===== src/rtl/core/bmtc_pkg.sv =====
// shared types and constants for the bit matrix transitive closure block
`default_nettype none
package bmtc_pkg;

  localparam int ROW_W     = 32;
  localparam int SIZE_W    = 6;
  localparam int OUT_IDX_W = 5;

  localparam logic [SIZE_W-1:0] SIZE_RESET = 6'd32;

  // register index codes
  localparam logic REG_MATRIX_SIZE = 1'b0;

  typedef struct packed {
    logic                 load;
    logic                 close;
    logic                 emit;
    logic                 last;
    logic                 flush;
    logic [OUT_IDX_W-1:0] idx;
  } cmd_t;

  typedef struct packed {
    logic slot_free;
  } status_t;

endpackage
`default_nettype wire


===== src/rtl/core/bmtc_datapath.sv =====
// row storage, column pass logic and output register
`default_nettype none
module bmtc_datapath #(
  parameter int ROWS = 32
) (
  input  wire logic                               clk,
  input  wire logic                               rst,
  input  wire bmtc_pkg::cmd_t                     cmd,
  input  wire logic [bmtc_pkg::SIZE_W-1:0]        eff_size,
  input  wire logic [bmtc_pkg::ROW_W-1:0]         row_bits,
  input  wire logic                               out_ready,
  output bmtc_pkg::status_t                       status,
  output logic                                    out_valid,
  output logic [bmtc_pkg::OUT_IDX_W-1:0]          out_row_index,
  output logic [bmtc_pkg::ROW_W-1:0]              out_row_bits,
  output logic                                    last_row
);

  localparam int RIDX_W = $clog2(ROWS);

  logic [bmtc_pkg::ROW_W-1:0] rows [ROWS];
  logic [bmtc_pkg::ROW_W-1:0] row_sel;
  logic [bmtc_pkg::ROW_W-1:0] col_mask;
  logic [RIDX_W-1:0]          ridx;

  assign ridx    = cmd.idx[RIDX_W-1:0];
  assign row_sel = rows[ridx];

  always_comb begin
    for (int k = 0; k < bmtc_pkg::ROW_W; k++) begin
      col_mask[k] = (bmtc_pkg::SIZE_W'(k) < eff_size);
    end
  end

  always_ff @(posedge clk) begin
    if (cmd.load) begin
      rows[ridx] <= row_bits & col_mask;
    end else if (cmd.close) begin
      for (int i = 0; i < ROWS; i++) begin
        if (rows[i][cmd.idx]) begin
          rows[i] <= rows[i] | row_sel;
        end
      end
    end
  end

  assign status.slot_free = !out_valid || out_ready;

  always_ff @(posedge clk) begin
    if (rst) begin
      out_valid <= 1'b0;
    end else if (cmd.flush) begin
      out_valid <= 1'b0;
    end else if (cmd.emit) begin
      out_valid <= 1'b1;
    end else if (out_ready) begin
      out_valid <= 1'b0;
    end
  end

  always_ff @(posedge clk) begin
    if (cmd.emit) begin
      out_row_index <= cmd.idx;
      out_row_bits  <= row_sel;
      last_row      <= cmd.last;
    end
  end

endmodule
`default_nettype wire


===== src/rtl/core/bmtc_controller.sv =====
// load, close and emit sequencer
`default_nettype none
module bmtc_controller #(
  parameter int ROWS = 32
) (
  input  wire logic                        clk,
  input  wire logic                        rst,
  input  wire logic                        cfg_we,
  input  wire logic [bmtc_pkg::SIZE_W-1:0] eff_size,
  input  wire logic                        in_valid,
  output logic                             in_ready,
  input  wire bmtc_pkg::status_t           status,
  output bmtc_pkg::cmd_t                   cmd
);

  localparam int RIDX_W = $clog2(ROWS);

  typedef enum logic [1:0] {
    ST_LOAD,
    ST_CLOSE,
    ST_EMIT
  } state_t;

  state_t            state;
  logic [RIDX_W-1:0] cnt;
  logic              at_end;

  assign at_end   = (bmtc_pkg::SIZE_W'(cnt) == eff_size - bmtc_pkg::SIZE_W'(1));
  assign in_ready = (state == ST_LOAD);

  always_comb begin
    cmd.load  = (state == ST_LOAD) && in_valid;
    cmd.close = (state == ST_CLOSE);
    cmd.emit  = (state == ST_EMIT) && status.slot_free;
    cmd.last  = at_end;
    cmd.flush = cfg_we;
    cmd.idx   = bmtc_pkg::OUT_IDX_W'(cnt);
  end

  always_ff @(posedge clk) begin
    if (rst || cfg_we) begin
      state <= ST_LOAD;
      cnt   <= '0;
    end else begin
      unique case (state)
        ST_LOAD: begin
          if (in_valid) begin
            if (at_end) begin
              state <= ST_CLOSE;
              cnt   <= '0;
            end else begin
              cnt <= cnt + RIDX_W'(1);
            end
          end
        end
        ST_CLOSE: begin
          if (at_end) begin
            state <= ST_EMIT;
            cnt   <= '0;
          end else begin
            cnt <= cnt + RIDX_W'(1);
          end
        end
        ST_EMIT: begin
          if (status.slot_free) begin
            if (at_end) begin
              state <= ST_LOAD;
              cnt   <= '0;
            end else begin
              cnt <= cnt + RIDX_W'(1);
            end
          end
        end
        default: begin
          state <= ST_LOAD;
          cnt   <= '0;
        end
      endcase
    end
  end

endmodule
`default_nettype wire


===== src/rtl/core/bit_matrix_transitive_closure.sv =====
// top level of the bit matrix transitive closure block
//
//  channel  | handshake                  | payload
//  ---------+----------------------------+------------------------------------------
//  in       | in_valid / in_ready        | row_bits
//  out      | out_valid / out_ready      | out_row_index, out_row_bits, last_row
//  cfg      | apb psel/penable/pwrite    | paddr, pwdata, prdata (matrix_size @ 0x0)
//
// a matrix of n rows is loaded one row at a time, closed with n column passes and emitted one row at a time
// each column pass ors the selected row into every row with that column bit set
// the last row beat starts the closure, no input is taken until the last row is emitted
// emit stalls while the output register is held by out_ready low
// reset returns to loading with matrix_size 32, a matrix_size write restarts loading
`default_nettype none
module bit_matrix_transitive_closure #(
  parameter int MAX_ELEMENTS = 32
) (
  input  wire logic                           clk,
  input  wire logic                           rst,
  input  wire logic                           psel,
  input  wire logic                           penable,
  input  wire logic                           pwrite,
  input  wire logic [2:0]                     paddr,
  input  wire logic [31:0]                    pwdata,
  output logic [31:0]                         prdata,
  output logic                                pready,
  input  wire logic                           in_valid,
  output logic                                in_ready,
  input  wire logic [bmtc_pkg::ROW_W-1:0]     row_bits,
  output logic                                out_valid,
  input  wire logic                           out_ready,
  output logic [bmtc_pkg::OUT_IDX_W-1:0]      out_row_index,
  output logic [bmtc_pkg::ROW_W-1:0]          out_row_bits,
  output logic                                last_row
);

  localparam int ROWS = (MAX_ELEMENTS < bmtc_pkg::ROW_W) ? MAX_ELEMENTS : bmtc_pkg::ROW_W;
  localparam logic [bmtc_pkg::SIZE_W-1:0] SIZE_LIM = bmtc_pkg::SIZE_W'(ROWS);

  logic [bmtc_pkg::SIZE_W-1:0] matrix_size;
  logic [bmtc_pkg::SIZE_W-1:0] eff_size;
  logic                        cfg_we;
  bmtc_pkg::cmd_t              cmd;
  bmtc_pkg::status_t           status;

  assign pready = 1'b1;
  assign cfg_we = psel && penable && pwrite && (paddr[2] == bmtc_pkg::REG_MATRIX_SIZE);

  always_ff @(posedge clk) begin
    if (rst) begin
      matrix_size <= bmtc_pkg::SIZE_RESET;
    end else if (cfg_we) begin
      matrix_size <= pwdata[bmtc_pkg::SIZE_W-1:0];
    end
  end

  always_comb begin
    if (paddr[2] == bmtc_pkg::REG_MATRIX_SIZE) begin
      prdata = 32'(matrix_size);
    end else begin
      prdata = '0;
    end
  end

  always_comb begin
    priority if (matrix_size == '0) begin
      eff_size = bmtc_pkg::SIZE_W'(1);
    end else if (matrix_size > SIZE_LIM) begin
      eff_size = SIZE_LIM;
    end else begin
      eff_size = matrix_size;
    end
  end

  bmtc_controller #(
    .ROWS (ROWS)
  ) u_ctrl (
    .clk      (clk),
    .rst      (rst),
    .cfg_we   (cfg_we),
    .eff_size (eff_size),
    .in_valid (in_valid),
    .in_ready (in_ready),
    .status   (status),
    .cmd      (cmd)
  );

  bmtc_datapath #(
    .ROWS (ROWS)
  ) u_dp (
    .clk           (clk),
    .rst           (rst),
    .cmd           (cmd),
    .eff_size      (eff_size),
    .row_bits      (row_bits),
    .out_ready     (out_ready),
    .status        (status),
    .out_valid     (out_valid),
    .out_row_index (out_row_index),
    .out_row_bits  (out_row_bits),
    .last_row      (last_row)
  );

endmodule
`default_nettype wire


===== config.mk =====
export PLATFORM = sky130hd
export DESIGN_NAME = bit_matrix_transitive_closure
export DESIGN_NICKNAME = d
export VERILOG_FILES = /design/src/rtl/core/bmtc_pkg.sv /design/src/rtl/core/bmtc_datapath.sv /design/src/rtl/core/bmtc_controller.sv /design/src/rtl/core/bit_matrix_transitive_closure.sv
export SDC_FILE = /design/constraint.sdc
export NUM_CORES = 2
export LEC_CHECK = 0
export BUFFER_PORTS_ARGS = -buffer_cell sky130_fd_sc_hd__buf_2
export CAP_MARGIN = 10
export CORE_MARGIN = 3
export CORE_UTILIZATION = 45
export CTS_CLUSTER_DIAMETER = 100
export CTS_CLUSTER_SIZE = 40
export DETAILED_ROUTE_END_ITERATION = 6
export HOLD_SLACK_MARGIN = 0.1
export PLACE_DENSITY = 0.67
export SLEW_MARGIN = 20
export SYNTH_ARGS = -nofsm -noshare
export SYNTH_HDL_FRONTEND = slang
export SYNTH_SLANG_ARGS = --single-unit

===== constraint.sdc =====
create_clock -name clk -period 3.3 [get_ports clk]
set_input_delay 0.33 -clock clk [delete_from_list [all_inputs] [get_ports clk]]
set_output_delay 0.33 -clock clk [all_outputs]
set_load 0.02 [all_outputs]

Yosys cells after proc, flatten, opt, wreduce, memory -nomap -nowiden:

Memory sizes are Yosys's and may differ from the RTL's. A register that Yosys moved wholly into a read port is not among the register bits.
Cells that the tools add are included.

* register bits after elaboration: 52
* memory bits (writable): 1024
* word-level logic and storage cells: 315
* memories: 1
* bits of input ports: 74

Memories
* u_dp.rows: depth 32, bits a word 32, rd ports 33, clocked after Yosys merged registers in 1, wr ports 32, RTL line bmtc_datapath.sv:21 `logic [bmtc_pkg::ROW_W-1:0] rows [ROWS];`

* equality and inequality tests: 8
* $lt $le $gt $ge: 34
* multiplexer cells: 214
* reductions and logical operators: 15
* bitwise gates (word level): 34
* $add $sub $neg: 2

Operators by type and width (count)
* $or 32x32->32: 32
* $mux 1: 165
* $bmux 1 s5: 32
* $lt 5x6->1 const A: 16
* $lt 4x6->1 const A: 8
* $and 32x32->32: 1
* $mux 32: 1
* $reduce_or 32->1: 1
* $mux 5: 6
* $lt 3x6->1 const A: 4
* $mux 6: 3
* $pmux 5 s3: 1
* $lt 1x6->1 const A: 2
* $lt 2x6->1 const A: 2
* $mux 2: 5
* $ne 2x1->1 const B: 4
* $eq 5x6->1: 1
* $gt 6x6->1 const B: 1
* $logic_not 6->1: 1
* $lt 5x6->1 const B: 1
* $pmux 2 s3: 1
* $sub 6x1->6 const B: 1
* $add 5x1->5 const B: 1
* $logic_and 1x1->1: 5
* other kinds (11): 12

Depth between registers and ports, before layout:

* word-level depth: 10
* depth in mapped cells: 13
* mapped depth without buffers: 9

Hierarchy:

A second synthesis with hierarchy kept.

* cell total of the unflattened synthesis: 5868
* area, all modules: 68329.3 µm²

Modules (own cells, without submodules)
* bmtc_datapath: seq. area each 31910.6 µm², times used 1, area an instance 67217.0 µm², cells an instance 5728
* bit_matrix_transitive_closure: seq. area each 120.1 µm², times used 1, area an instance 566.8 µm², cells an instance 70
* bmtc_controller: seq. area each 140.1 µm², times used 1, area an instance 545.5 µm², cells an instance 70

Worst setup path after synthesis:

No wires, ideal clock.

* path type: register to register
* from: reg u_ctrl.cnt[0]
* to: mem u_dp.rows[22][0] in the netlist's numbering, enable pin
* slack: -0.273 ns
* period minus slack after synthesis: 3.573 ns
* data required time: 2.867 ns
* arrival: 3.140 ns
* stages on the path, launching flop included: 9
* buffers on the path: 4
* cell sequence: dfxtp_1 > buf_2 > buf_4 > buf_2 > buf_2 > mux4_2 > a22oi_1 > and4_1 > o22ai_1

RTL lines
* from (decl): RTL line bmtc_controller.sv:25 `logic [RIDX_W-1:0] cnt;`
* from (signal assigned): RTL line bmtc_controller.sv:52 `cnt <= cnt + RIDX_W'(1);`
* from (signal assigned): RTL line bmtc_controller.sv:61 `cnt <= cnt + RIDX_W'(1);`
* from (signal assigned): RTL line bmtc_controller.sv:70 `cnt <= cnt + RIDX_W'(1);`
* to (decl): RTL line bmtc_datapath.sv:21

==> run_results.csv <==
group,metric,value,unit
cells_and_area,final_cells,6507,
placement,gp_congestion,0.9156,
detailed_routing,dr_total_vias,42220,
sta,clock.fmax,309.4,MHz
floorplan,die_y,386.7,µm
grt,grt_pass1_wl,278.6,mm
synthesis,yosysUniqueCellTypes,52,
sta,tightest_slew,1.116,ns
sta,min_period_over_period,97.96,%
placement,placed_cells,6418,
setup_path,cp.required,3.72,ns
sta,rsz0062_at_grt,"no",
power_and_ir_drop,p_seq_share,57.2,%
grt,grt.total_usage,24.17,%
clock_tree,cts_buffers,37,
flow_run,maxCapViolations,0,
synthesis,yosys.area.top_type,"edfxtp_1",
outcome,status,"finished clean",
power_and_ir_drop,ir_drop,340.9,µV
synthesis,syn_inst,4654,
floorplan,core.rowCount,139,
synthesis,synth.cell_area,0.06520,mm²
synthesis,yosys-top-cells-count,"edfxtp_1, nor2_1, mux2i_1",
detailed_routing,firstDrtPassIters,6,
sta,min_period,3.233,ns
power_and_ir_drop,cellPowerDensity,375.9,mW/mm²
placement,dpl_cell_area,0.06934,mm²
setup_path,cp_slowest_cell,"mux4_2",
hold_path,holdCritStartpoint,"row_bits[14]",
power_and_ir_drop,p_sw_share,27.49,%
sta,hold_viol,0,
synthesis,ys_warn_count,0,
sta,setup_viol,0,
floorplan,dieWidth,386.7,µm
floorplan,initial_core_util,45.33,%
cells_and_area,layout-area-overhead-vs-synth,9.048,%
synthesis,synthArstFlopShare,0,%
power_and_ir_drop,p_sw,0.007348,W
grt,antenna_found_initial,2,
detailed_routing,drt_iter0_drc,5296,
power_and_ir_drop,clkPwrFrac,25.6,%
synthesis,yosysSeqAreaShare,49.49,%
grt,grt_max_degree,65,
detailed_routing,post_drt_wl_per_cell,28.30,µm
detailed_routing,drc,0,
clock_tree,cts_tree,"yes",
synthesis,yosysMostFrequentCell,"edfxtp_1",
clock_tree,clkSinkCount,1081,
setup_path,critPathKind,"reg2reg",
setup_path,critPathMaxFanout,33,
detailed_routing,wirelength,184.1,mm
cells_and_area,design_area,0.07110,mm²
synthesis,yosysTopAreaCellShare,48.91,%
placement,dp_hpwl,135.6,mm
floorplan,die-area,0.1495,mm²
floorplan,core-area,0.1438,mm²
power_and_ir_drop,p_int,0.01938,W
cells_and_area,antenna-diode-count,0,
detailed_routing,routed_via_density,6.489,
placement,io_buffers,91,
power_and_ir_drop,power_frac_comb,17.2,%
clock_tree,htreeDepth,2,
setup_path,r2r_cells,6,
clock_tree,cts_buffer_depth,3,
cells_and_area,final_nets,4664,
floorplan,io_pins,147,
cells_and_area,n_fill_cell,12260,
synthesis,synth.avg_cell_area,14.01,µm²
grt,grt_pass1_vias,41760,
clock_tree,path_clk_slew,0.15,ns
setup_path,arrival,3.65,ns
setup_path,endpoint_kind,"register",
setup_path,cp-start-kind,"register",
setup_path,critPathMaxStageDelay,0.61,ns
detailed_routing,ant_nets,0,
sta,finalClockSkew,0.06905,ns
synthesis,synth.area.top_cells,"edfxtp_1, mux4_2, mux2i_1",
clock_tree,clockRootBuffer,"clkbuf_16",
sta,report.final.slew_viol_count,0,
setup_path,cpMostUsedCell,"mux4_2",
cells_and_area,drive_gt1_share,24.37,%
grt,overflow,0,
hold_path,holdCritPathClass,"in2reg",
synthesis,synth-edff-count,1062,
hold_path,hold_depth,4,
sta,relSlewSlack,25.57,%
synthesis,synth_ff_type,"edfxtp_1",
setup_path,path_cells,"buf_12, mux4_2, mux4_2, mux2_2, o21ai_1, o21ai_0",
synthesis,synth-seq-cells,1081,
power_and_ir_drop,p_leak,20.42,nW
clock_tree,clock_latency,0.67,ns
## cell families after synthesis
family | share of synthesized area, %
mux | 35.75
simple gates | 7.138
flops | 49.49
buf+inv | 4.557
compound gates | 2.819
fa+ha+maj | 0.1343
xor+xnor | 0.09403
other cells | 0.01152
## path summary, 6_finish.rpt
kind                       to  slack [ns]
max reg2reg  u_dp.rows[31][3]        0.07
min          u_dp.rows[8][14]        0.25
max          u_dp.rows[31][3]        0.07
min reg2reg   u_ctrl.state[0]        0.58
## critical path, delay by kind of cell, from the launching register on
family                 cells  cell delay, ns
muxes                      3            1.75
AOI/OAI and AO/OA          2            0.35
DFF                        1            0.53
buffers and inverters      1            0.30
## area by class of cell
type	count	area, µm²	area share (%)
well taps	1903	2381	3.349
repair buffers	369	4289	6.032
flip-flops and latches	1081	32290	45.42
multi-input cells	3083	30900	43.46
clock buffers	41	940.9	1.323
inverters	11	41.29	0.05807
clock inverters	19	256.5	0.3607
## per-stage QoR
| step | total power [W] | TNS (ns) | worst slack (ns) | hold WS (ns) | utilization [%] |
|---|---|---|---|---|---|
| 6_report | 0.02673 | 0 | 0.06741 | 0.2463 | 49.44 |
| 5_1_grt | 0.02760 | 0 | 0.001910 | 0.2427 | 49.44 |
| 4_1_cts | 0.02680 | 0 | 0.05539 | 0.2168 | 49.13 |
| 3_5_place_dp | 0.02011 | 0 | 0.06407 | 0.5573 | 48.21 |
| 3_3_place_gp | 0.01996 | 0 | 0.1121 | 0.5369 | 48.11 |
| 2_1_floorplan | 0.01869 | -77.05 | -0.2327 | 0.4024 | - |
## flip-flops by register name (all words and copies together), names as in the netlist, named ones only
register            flops
u_ctrl.cnt              5
u_dp.rows            1024
u_ctrl.state            2
u_dp.out_valid          1
u_dp.out_row_bits      32
u_dp.last_row           1
u_dp.out_row_index      5
matrix_size             6
## layer usage
| metal | share of wire [%] | global-route usage, % |
|---|---|---|
| met4 | 3.2 | 6.966 |
| met1 | 42 | 35.87 |
| met3 | 8.5 | 3.339 |
| met5 | 0.015 | 0 |
| met2 | 46 | 37.35 |
## repair_timing
item,in CTS,in global routing
setup endpoints to repair,0,13
hold endpoints to repair,11,0
buffers inserted,0,1
gates resized for setup,0,4
hold buffers,13,0
## power groups by stage
| stage | sequential (W) | combinational (W) | clock [W] |
|---|---|---|---|
| floorplan | 0.0155 | 0.00314 | 0 |
| global placement | 0.0156 | 0.00437 | 0 |
| detailed placement | 0.0156 | 0.00451 | 0 |
| CTS | 0.0153 | 0.00453 | 0.00699 |
| global route | 0.0153 | 0.00492 | 0.00738 |
| finish | 0.0153 | 0.00459 | 0.00685 |
## layout by cell type, fill, tap and decap left out, drive strengths merged, types with 4 or more instances in the layout
cell,Yosys,layout
a22oi,128,128
o22ai,32,32
nand3b,4,4
clkinv,0,7
nand2,27,27
dlygate4sd3,0,13
mux2,32,32
mux4,576,576
nor3,4,4
inv,11,22
o21ai,91,91
and3,4,4
buf,322,356
and4,32,32
clkbuf,182,41
edfxtp,1062,1062
xnor2,4,4
a21oi,7,7
ha,7,7
conb,2,27
dfxtp,19,19
o21a,4,4
nand2b,5,5
mux2i,997,997
nor2,1045,1045
a2111oi,4,4
nor2b,11,11
Power figures use the tool's default switching activity.
